==> src/hdl/drs_pkg.sv <==
//------------------------------------------------------------------------------
// Disk request scheduler package
// Item types, policy codes and widths shared by the scheduler.
//------------------------------------------------------------------------------
package drs_pkg;

   typedef enum logic [1:0] {
      POLICY_FCFS = 2'd0,
      POLICY_SSTF = 2'd1,
      POLICY_LOOK = 2'd2,
      POLICY_RSVD = 2'd3
   } policy_type;

   typedef enum logic {
      OP_ARRIVE   = 1'b0,
      OP_COMPLETE = 1'b1
   } op_type;

   typedef struct packed {
      logic        operation;
      logic [31:0] ticket;
      logic [31:0] arrival_time;
      logic [15:0] target_cylinder;
      logic [31:0] block_address;
      logic [15:0] owner_process;
      logic [15:0] head_cylinder;
      logic        scan_up;
   } req_type;

   typedef struct packed {
      logic [31:0] serve_id;
      logic [31:0] serve_time;
      logic [15:0] serve_cylinder;
      logic [31:0] serve_address;
      logic [15:0] serve_process;
      logic        idle;
      logic        dropped;
      logic [4:0]  waiting_count;
   } rsp_type;

   typedef struct packed {
      logic [31:0] id;
      logic [31:0] time_stamp;
      logic [15:0] cylinder;
      logic [31:0] address;
      logic [15:0] process;
   } entry_type;

endpackage

==> src/hdl/disk_request_scheduler_unit.sv <==
//------------------------------------------------------------------------------
// Disk request scheduler
// Serves one disk request and queues the rest; picks the next request by
// first come first served, shortest seek or look, using one shared comparator.
//------------------------------------------------------------------------------
//  channel | direction | handshake      | payload
//  req_    | in        | valid / stall  | drs_pkg::req_type
//  rsp_    | out       | valid / stall  | drs_pkg::rsp_type
//  csr_    | in        | valid / ready  | policy, 2 bits
//
//  A completion scans the queue, one entry per cycle through the shared
//  comparator, up to three passes for look, then shifts the entries above
//  the pick down one per cycle.
//  Reset is synchronous; the queue memory needs no clearing pass.
//  A stalled result holds; no new item is taken until it has gone.
//------------------------------------------------------------------------------
module disk_request_scheduler_unit #(
   parameter int QUEUE_DEPTH = 16
) (
   input  logic              clock,
   input  logic              reset,
   input  logic              req_valid,
   output logic              req_stall,
   input  drs_pkg::req_type  req_data,
   output logic              rsp_valid,
   input  logic              rsp_stall,
   output drs_pkg::rsp_type  rsp_data,
   input  logic              csr_valid,
   output logic              csr_ready,
   input  logic [1:0]        csr_data
);
   import drs_pkg::*;

   localparam int IW = $clog2(QUEUE_DEPTH);
   localparam int CW = $clog2(QUEUE_DEPTH + 1);

   typedef enum logic [2:0] {
      S_IDLE, S_SCAN, S_READ, S_SHIFT, S_TAKE, S_DONE
   } state_type;

   entry_type queue_mem [QUEUE_DEPTH];

   state_type   state_ff, state_in;
   policy_type  policy_ff;
   req_type     req_ff, req_in;
   entry_type   serve_ff, serve_in;
   logic [CW-1:0] count_ff, count_in;
   logic [CW-1:0] k_ff, k_in;
   logic [1:0]  pass_ff, pass_in;
   logic        found_ff, found_in;
   logic [IW-1:0] best_ff, best_in;
   logic [15:0] bestd_ff, bestd_in;
   logic [31:0] bestt_ff, bestt_in;
   logic        dropped_ff, dropped_in;
   logic        valid_ff, valid_in;
   entry_type   rd_ff;
   logic        wr_en;
   logic [IW-1:0] wr_addr, rd_addr;
   entry_type   wr_data;
   logic        rd_pend_ff, rd_pend_in;

   logic [15:0] seek_gap;
   logic        cand, better;
   logic        idle_now;

   assign idle_now  = (serve_ff == '0);
   assign req_stall = (state_ff != S_IDLE) || valid_ff;
   assign csr_ready = 1'b1;
   assign rsp_valid = valid_ff;

   always_comb begin
      rsp_data.serve_id       = serve_ff.id;
      rsp_data.serve_time     = serve_ff.time_stamp;
      rsp_data.serve_cylinder = serve_ff.cylinder;
      rsp_data.serve_address  = serve_ff.address;
      rsp_data.serve_process  = serve_ff.process;
      rsp_data.idle           = idle_now;
      rsp_data.dropped        = dropped_ff;
      rsp_data.waiting_count  = 5'(count_ff);
   end

   // shared distance / compare unit on the entry read last cycle
   always_comb begin
      seek_gap = (rd_ff.cylinder >= req_ff.head_cylinder) ?
                 rd_ff.cylinder - req_ff.head_cylinder :
                 req_ff.head_cylinder - rd_ff.cylinder;
      cand   = 1'b1;
      better = 1'b0;
      case (policy_ff)
         POLICY_SSTF: begin
            better = !found_ff || seek_gap < bestd_ff ||
                     (seek_gap == bestd_ff && rd_ff.time_stamp < bestt_ff);
         end
         POLICY_LOOK: begin
            case (pass_ff)
               2'd0: begin
                  cand   = (seek_gap == 16'd0);
                  better = !found_ff || rd_ff.time_stamp < bestt_ff;
               end
               2'd1: begin
                  cand = req_ff.scan_up ? (rd_ff.cylinder > req_ff.head_cylinder)
                                        : (rd_ff.cylinder < req_ff.head_cylinder);
                  better = !found_ff || seek_gap < bestd_ff ||
                           (seek_gap == bestd_ff && rd_ff.time_stamp < bestt_ff);
               end
               default: begin
                  better = !found_ff || seek_gap < bestd_ff ||
                           (seek_gap == bestd_ff && rd_ff.time_stamp < bestt_ff);
               end
            endcase
         end
         default: begin
            better = !found_ff || rd_ff.time_stamp < bestt_ff;
         end
      endcase
   end

   always_comb begin
      state_in   = state_ff;
      req_in     = req_ff;
      serve_in   = serve_ff;
      count_in   = count_ff;
      k_in       = k_ff;
      pass_in    = pass_ff;
      found_in   = found_ff;
      best_in    = best_ff;
      bestd_in   = bestd_ff;
      bestt_in   = bestt_ff;
      dropped_in = dropped_ff;
      valid_in   = valid_ff && rsp_stall;
      rd_pend_in = 1'b0;
      wr_en      = 1'b0;
      wr_addr    = k_ff[IW-1:0];
      wr_data    = rd_ff;
      rd_addr    = k_ff[IW-1:0];
      case (state_ff)
         S_IDLE: begin
            if (req_valid && !req_stall) begin
               req_in     = req_data;
               dropped_in = 1'b0;
               if (req_data.operation == OP_ARRIVE) begin
                  if (idle_now) begin
                     serve_in = {req_data.ticket, req_data.arrival_time,
                                 req_data.target_cylinder, req_data.block_address,
                                 req_data.owner_process};
                  end else if (count_ff < CW'(QUEUE_DEPTH)) begin
                     wr_en    = 1'b1;
                     wr_addr  = count_ff[IW-1:0];
                     wr_data  = {req_data.ticket, req_data.arrival_time,
                                 req_data.target_cylinder, req_data.block_address,
                                 req_data.owner_process};
                     count_in = count_ff + 1'b1;
                  end else begin
                     dropped_in = 1'b1;
                  end
                  state_in = S_DONE;
               end else if (count_ff == '0) begin
                  serve_in = '0;
                  state_in = S_DONE;
               end else begin
                  k_in     = '0;
                  pass_in  = 2'd0;
                  found_in = 1'b0;
                  best_in  = '0;
                  rd_addr  = '0;
                  rd_pend_in = 1'b1;
                  k_in     = CW'(1);
                  state_in = S_SCAN;
               end
            end
         end
         S_SCAN: begin
            // rd_ff holds entry k_ff-1
            if (cand && better) begin
               found_in = 1'b1;
               best_in  = IW'(k_ff - 1'b1);
               bestd_in = seek_gap;
               bestt_in = rd_ff.time_stamp;
            end
            if (k_ff == count_ff) begin
               if (policy_ff == POLICY_LOOK && pass_ff != 2'd2 &&
                   !(found_ff || (cand && better))) begin
                  pass_in    = pass_ff + 1'b1;
                  rd_addr    = '0;
                  rd_pend_in = 1'b1;
                  k_in       = CW'(1);
               end else begin
                  rd_addr  = (cand && better) ? IW'(k_ff - 1'b1) : best_ff;
                  state_in = S_READ;
               end
            end else begin
               rd_addr    = k_ff[IW-1:0];
               rd_pend_in = 1'b1;
               k_in       = k_ff + 1'b1;
            end
         end
         S_READ: begin
            rd_addr  = best_ff;
            state_in = S_TAKE;
         end
         S_TAKE: begin
            serve_in = rd_ff;
            k_in     = CW'(best_ff) + 1'b1;
            rd_addr  = IW'(CW'(best_ff) + 1'b1);
            state_in = S_SHIFT;
         end
         S_SHIFT: begin
            // rd_ff holds entry k_ff; move it to k_ff-1
            if (k_ff >= count_ff) begin
               count_in = count_ff - 1'b1;
               state_in = S_DONE;
            end else begin
               wr_en   = 1'b1;
               wr_addr = IW'(k_ff - 1'b1);
               wr_data = rd_ff;
               k_in    = k_ff + 1'b1;
               rd_addr = IW'(k_ff + 1'b1);
               state_in = S_SHIFT;
            end
         end
         S_DONE: begin
            valid_in = 1'b1;
            state_in = S_IDLE;
         end
         default: state_in = S_IDLE;
      endcase
   end

   always_ff @(posedge clock) begin
      if (wr_en) begin
         queue_mem[wr_addr] <= wr_data;
      end
      rd_ff <= queue_mem[rd_addr];
   end

   always_ff @(posedge clock) begin
      if (reset) begin
         state_ff   <= S_IDLE;
         policy_ff  <= POLICY_FCFS;
         serve_ff   <= '0;
         count_ff   <= '0;
         valid_ff   <= 1'b0;
         dropped_ff <= 1'b0;
         k_ff       <= '0;
         pass_ff    <= '0;
         found_ff   <= 1'b0;
         best_ff    <= '0;
         rd_pend_ff <= 1'b0;
      end else begin
         state_ff   <= state_in;
         if (csr_valid && csr_ready) begin
            policy_ff <= policy_type'(csr_data);
         end
         serve_ff   <= serve_in;
         count_ff   <= count_in;
         valid_ff   <= valid_in;
         dropped_ff <= dropped_in;
         k_ff       <= k_in;
         pass_ff    <= pass_in;
         found_ff   <= found_in;
         best_ff    <= best_in;
         rd_pend_ff <= rd_pend_in;
      end
      req_ff   <= req_in;
      bestd_ff <= bestd_in;
      bestt_ff <= bestt_in;
   end

   a_count_range: assert property (@(posedge clock) disable iff (reset)
      count_ff <= CW'(QUEUE_DEPTH))
      else $error("queue count beyond depth");
   a_busy_stall: assert property (@(posedge clock) disable iff (reset)
      (state_ff != S_IDLE) |-> req_stall)
      else $error("item taken while busy");
   a_scan_read: assert property (@(posedge clock) disable iff (reset)
      (state_ff == S_SCAN) |-> rd_pend_ff)
      else $error("scan without entry read");
   a_drop_full: assert property (@(posedge clock) disable iff (reset)
      (rsp_valid && dropped_ff) |-> count_ff == CW'(QUEUE_DEPTH))
      else $error("drop with room in queue");

endmodule
==> config.mk <==
export PLATFORM = sky130hd
export DESIGN_NAME = disk_request_scheduler_unit
export DESIGN_NICKNAME = d
export VERILOG_FILES = /design/src/hdl/drs_pkg.sv /design/src/hdl/disk_request_scheduler_unit.sv
export SDC_FILE = /design/constraint.sdc
export NUM_CORES = 2
export LEC_CHECK = 0
export BUFFER_PORTS_ARGS = -buffer_cell sky130_fd_sc_hd__buf_2
export CAP_MARGIN = 30
export CORE_ASPECT_RATIO = 1.5
export CORE_UTILIZATION = 35
export CTS_BUF_LIST = sky130_fd_sc_hd__clkbuf_8
export CTS_CLUSTER_SIZE = 25
export DETAILED_ROUTE_END_ITERATION = 7
export GPL_ROUTABILITY_DRIVEN = 0
export MAX_ROUTING_LAYER = met4
export REMOVE_ABC_BUFFERS = 1
export SYNTH_ARGS = -nofsm -noshare
export SYNTH_HDL_FRONTEND = slang
export SYNTH_SLANG_ARGS = --single-unit
==> constraint.sdc <==
create_clock -name clock -period 22.6 [get_ports clock]
set_clock_uncertainty 0.15 [all_clocks]
set_input_delay 0 -clock clock [delete_from_list [all_inputs] [get_ports clock]]
set_output_delay 0 -clock clock [all_outputs]
set_load 0.1 [all_outputs]
==> results.md <==
* Final Max Tran Viols at 0
* Power density over cell area at 155 nW/um^2
* Fraction of final layout cells with drive strength greater than 1 at 0.149
* Worst slack, placed at 12.82 ns
* Die area at 278000 um^2
* Path type of the worst min-delay path: input pin to flip-flop
* Cell Area, Synth at 96500 um^2
* Clk root buf: sky130_fd_sc_hd__clkbuf_8
* Via count of the first global-routing pass at 61700
* Critical path destination: rd_ff[61]
* Number of hold violations in the final report at 0
* Clock-pin transition on the worst setup and hold timing paths at 0.06 ns
* Clock sinks at 2393
* Worst slew margin at 0.103
* Post-Layout Cell Count at 11700
* Wire length of the first global-routing pass at 424000 um
* Number of placed instances with taps included at 10700
* Most common cell after layout, fill and taps aside: sky130_fd_sc_hd__edfxtp_1
* Dominant combinational cell family by area after synthesis: simple AND/OR/NAND/NOR gates
* Total global-route track usage at 0.213
* Final worst path period share at 0.422
* Number of vias per cell at 5.40
* Via count at 63300
* Slew of the pin with the lowest slew margin at 1.35 ns
* Iteration count of the initial detailed-routing pass at 8
* Source of the critical timing path: req_ff[10]
* DRC Markers at 0
* FF-to-FF setup slack at 13.05 ns
* Worst R2R End: rd_ff[61]
* Setup repair after global routing missed its margin: no
* Launching point of the worst reg2reg path: req_ff[10]
* Overall die height at 645 um
* Final total power at 17.5 mW
* Clock tree from TritonCTS: done
* Pin count of the biggest net entering global routing at 182
* Antenna viol nets, final at 0
* Area growth from synthesis to layout at 17.5%
* Distinct cell type count of the synthesized netlist at 76
* XOR/XNOR share of the synthesized area at 0.00209
* Width of the die at 431 um
* Category of the worst setup path launch point: flip-flop
* F_max at 105 MHz
* Nets at 7985
* Max-cap violation count at 0
* Crit path capture type: flip-flop
* Antenna violations before repair at 34
* Floorplan Core Area at 274000 um^2
* Cell type with the largest total area after synthesis: sky130_fd_sc_hd__edfxtp_1
* Path type of the worst setup path: flip-flop to flip-flop
* Ys async rst share at 0
* Port-buffer cells at 289
* Routed wire length per instance at 25.2 um
* Drt initial violations at 7238
* Worst reg2reg path depth at 26
* Worst VDD drop at 185 uV
* Top-area cell type share of the netlist area at 0.657
* Final std cell area, no fill at 113000 um^2
* Insertion delay of the later-clocked pin in the worst-skew pair at 1.09 ns
* Run status: completed
* Synthesis warning total at 0
* Maximum clock path buffer count at 4
* Post-Synth Simple-Gate Area at 0.120
* Seq cells post-synth at 2393
* Most area-consuming cells after synthesis: sky130_fd_sc_hd__edfxtp_1, sky130_fd_sc_hd__dfxtp_1, sky130_fd_sc_hd__nand2_1, sky130_fd_sc_hd__nand3_1, sky130_fd_sc_hd__mux2i_1
* Post-layout util at 0.414
* # rows at 235
* IO Count at 291
* Post-Synth Adder-Cell Area at 0.0128
* Main flop type after synthesis: sky130_fd_sc_hd__edfxtp_1
* Number of synthesized flops with an enable pin at 2113
* Final HPWL DP at 157000 um
* Setup ws final at 13.05 ns
* CTS HTree Levels at 5
* Post-place instance area at 102000 um^2
* Congestion Overflow GR at 0
* Crit path required time at 23.40 ns
* Number of buffers created by CTS at 391
* Time the worst path needs with I/O delays and setup at 9.55 ns
* Multiplexer fraction of the synthesized cell area at 0.0658
* Syn Inst Count at 7012
* Sequential cell area fraction in the yosys report at 0.716
* Total Routed Length at 295000 um
* Initial core utilization at 0.353
* Fraction of the mapped netlist area in compound gates at 0.0591
* WP data arrival at 10.35 ns
* Leading cell types in the layout, fill and taps excluded: sky130_fd_sc_hd__edfxtp_1, sky130_fd_sc_hd__nand2_1, sky130_fd_sc_hd__nand3_1, sky130_fd_sc_hd__clkbuf_8, sky130_fd_sc_hd__dlygate4sd3_1
* Maximum fanout along the worst path at 138
* Endpoints failing setup at 0
* Pleak at 40.6 nW
* Mean post-synth cell area at 13.8 um^2
cell usage after synthesis, types with 110 or more instances:
cell and number:
sky130_fd_sc_hd__a211oi_1 134, sky130_fd_sc_hd__a21oi_1 240, sky130_fd_sc_hd__clkbuf_1 295, sky130_fd_sc_hd__dfxtp_1 280, sky130_fd_sc_hd__edfxtp_1 2113, sky130_fd_sc_hd__inv_1 110, sky130_fd_sc_hd__mux2_2 115, sky130_fd_sc_hd__mux2i_1 283
sky130_fd_sc_hd__nand2_1 1428, sky130_fd_sc_hd__nand3_1 676, sky130_fd_sc_hd__nor2_1 201, sky130_fd_sc_hd__nor3b_1 131
per-stage QoR:
stage / hold slack (ns) / TNS (ns)
floorplan: -0.0809 / -680.46
global placement: 0.0302 / 0
detailed placement: 0.0281 / 0
CTS: 0.00171 / 0
global route: 0.0548 / 0
finish: 0.0489 / 0
how the worst min path moves through the flow:
stage                   from       endpoint  slack [ns]  cells past startpoint
6_report       req_data[140]  rsp_data[130]        0.05                      5
3_3_place_gp     req_data[0]      req_ff[0]        0.03                      1
2_1_floorplan          reset     dropped_ff       -0.08                      1
3_5_place_dp     req_data[0]      req_ff[0]        0.03                      1
4_1_cts        req_data[131]  rsp_data[121]       0.002                      5
5_1_grt        req_data[131]  rsp_data[121]        0.05                      5
cell families after synthesis:
| logic type | Yosys count |
|---|---|
| xor+xnor | 23 |
| buf+inv | 568 |
| other cells | 1 |
| compound gates | 829 |
| simple gates | 2604 |
| fa+ha+maj | 97 |
| flops | 2393 |
| mux | 497 |
what timing repair did:
action / CTS / global route
buffers inserted: 0 / 0
hold buffers: 359 / 0
endpoints found under the hold margin: 2235 / 0
resized for setup: 0 / 0
cell type report:
type | instances | area (um^2)
multi-input cells | 4051 | 25400
inverters | 110 | 413
well taps | 3673 | 4600
flip-flops and latches | 2393 | 69100
repair buffers | 788 | 6590
fillers | 25100 | 160000
clock buffers | 429 | 5900
clock inverters | 278 | 1410
diodes | 14 | 35.0
power breakdown:
group | switching [mW] | internal (mW) | total (mW) | leakage (nW)
logic | 5.35 | 2.33 | 7.68 | 14.9
clock network | 1.71 | 1.85 | 3.57 | 4.31
registers | 0.359 | 5.93 | 6.28 | 21.4
total | 7.42 | 10.1 | 17.5 | 40.6
sequential cells by signal, indices dropped and copies added, names as in the netlist, 2 cells and up:
name / count
rsp_data: 128
state_ff: 3
policy_ff: 2
best_ff: 4
bestd_ff: 16
bestt_ff: 32
queue_mem: 2048
k_ff: 5
rd_ff: 128
count_ff: 5
pass_ff: 2
req_ff: 17
critical path, stage by stage (launching register included):
cell	delay (ns)
sky130_fd_sc_hd__edfxtp_1	0.37
sky130_fd_sc_hd__inv_1	0.06
sky130_fd_sc_hd__ha_1	0.43
sky130_fd_sc_hd__a21oi_1	0.38
sky130_fd_sc_hd__o21ai_2	0.14
sky130_fd_sc_hd__a2111oi_4	0.49
sky130_fd_sc_hd__nand2_2	0.36
sky130_fd_sc_hd__mux2_1	0.47
sky130_fd_sc_hd__ha_1	0.31
sky130_fd_sc_hd__nor2b_1	0.13
sky130_fd_sc_hd__o21a_1	0.16
sky130_fd_sc_hd__o21a_1	0.19
sky130_fd_sc_hd__o21a_1	0.19
sky130_fd_sc_hd__o21ai_0	0.30
sky130_fd_sc_hd__a211oi_1	0.13
sky130_fd_sc_hd__o211a_1	0.21
sky130_fd_sc_hd__o22ai_1	0.56
sky130_fd_sc_hd__mux2i_1	0.27
sky130_fd_sc_hd__o31ai_4	0.29
sky130_fd_sc_hd__buf_4	0.66
sky130_fd_sc_hd__buf_12	0.62
sky130_fd_sc_hd__buf_12	0.61
sky130_fd_sc_hd__buf_4	0.33
sky130_fd_sc_hd__buf_16	0.33
sky130_fd_sc_hd__mux4_2	0.55
sky130_fd_sc_hd__a22oi_1	0.20
sky130_fd_sc_hd__nand2_1	0.09
routing by layer:
layer,global-route usage,vias to the layer above,part of all wire
li1,-,27800,-
met1,0.281,32100,0.42
met2,0.339,2924,0.48
met3,0.0328,481,0.080
met4,0.0657,0,0.028
met5,-,-,0
No activity file was read; power rests on OpenSTA's default activity.
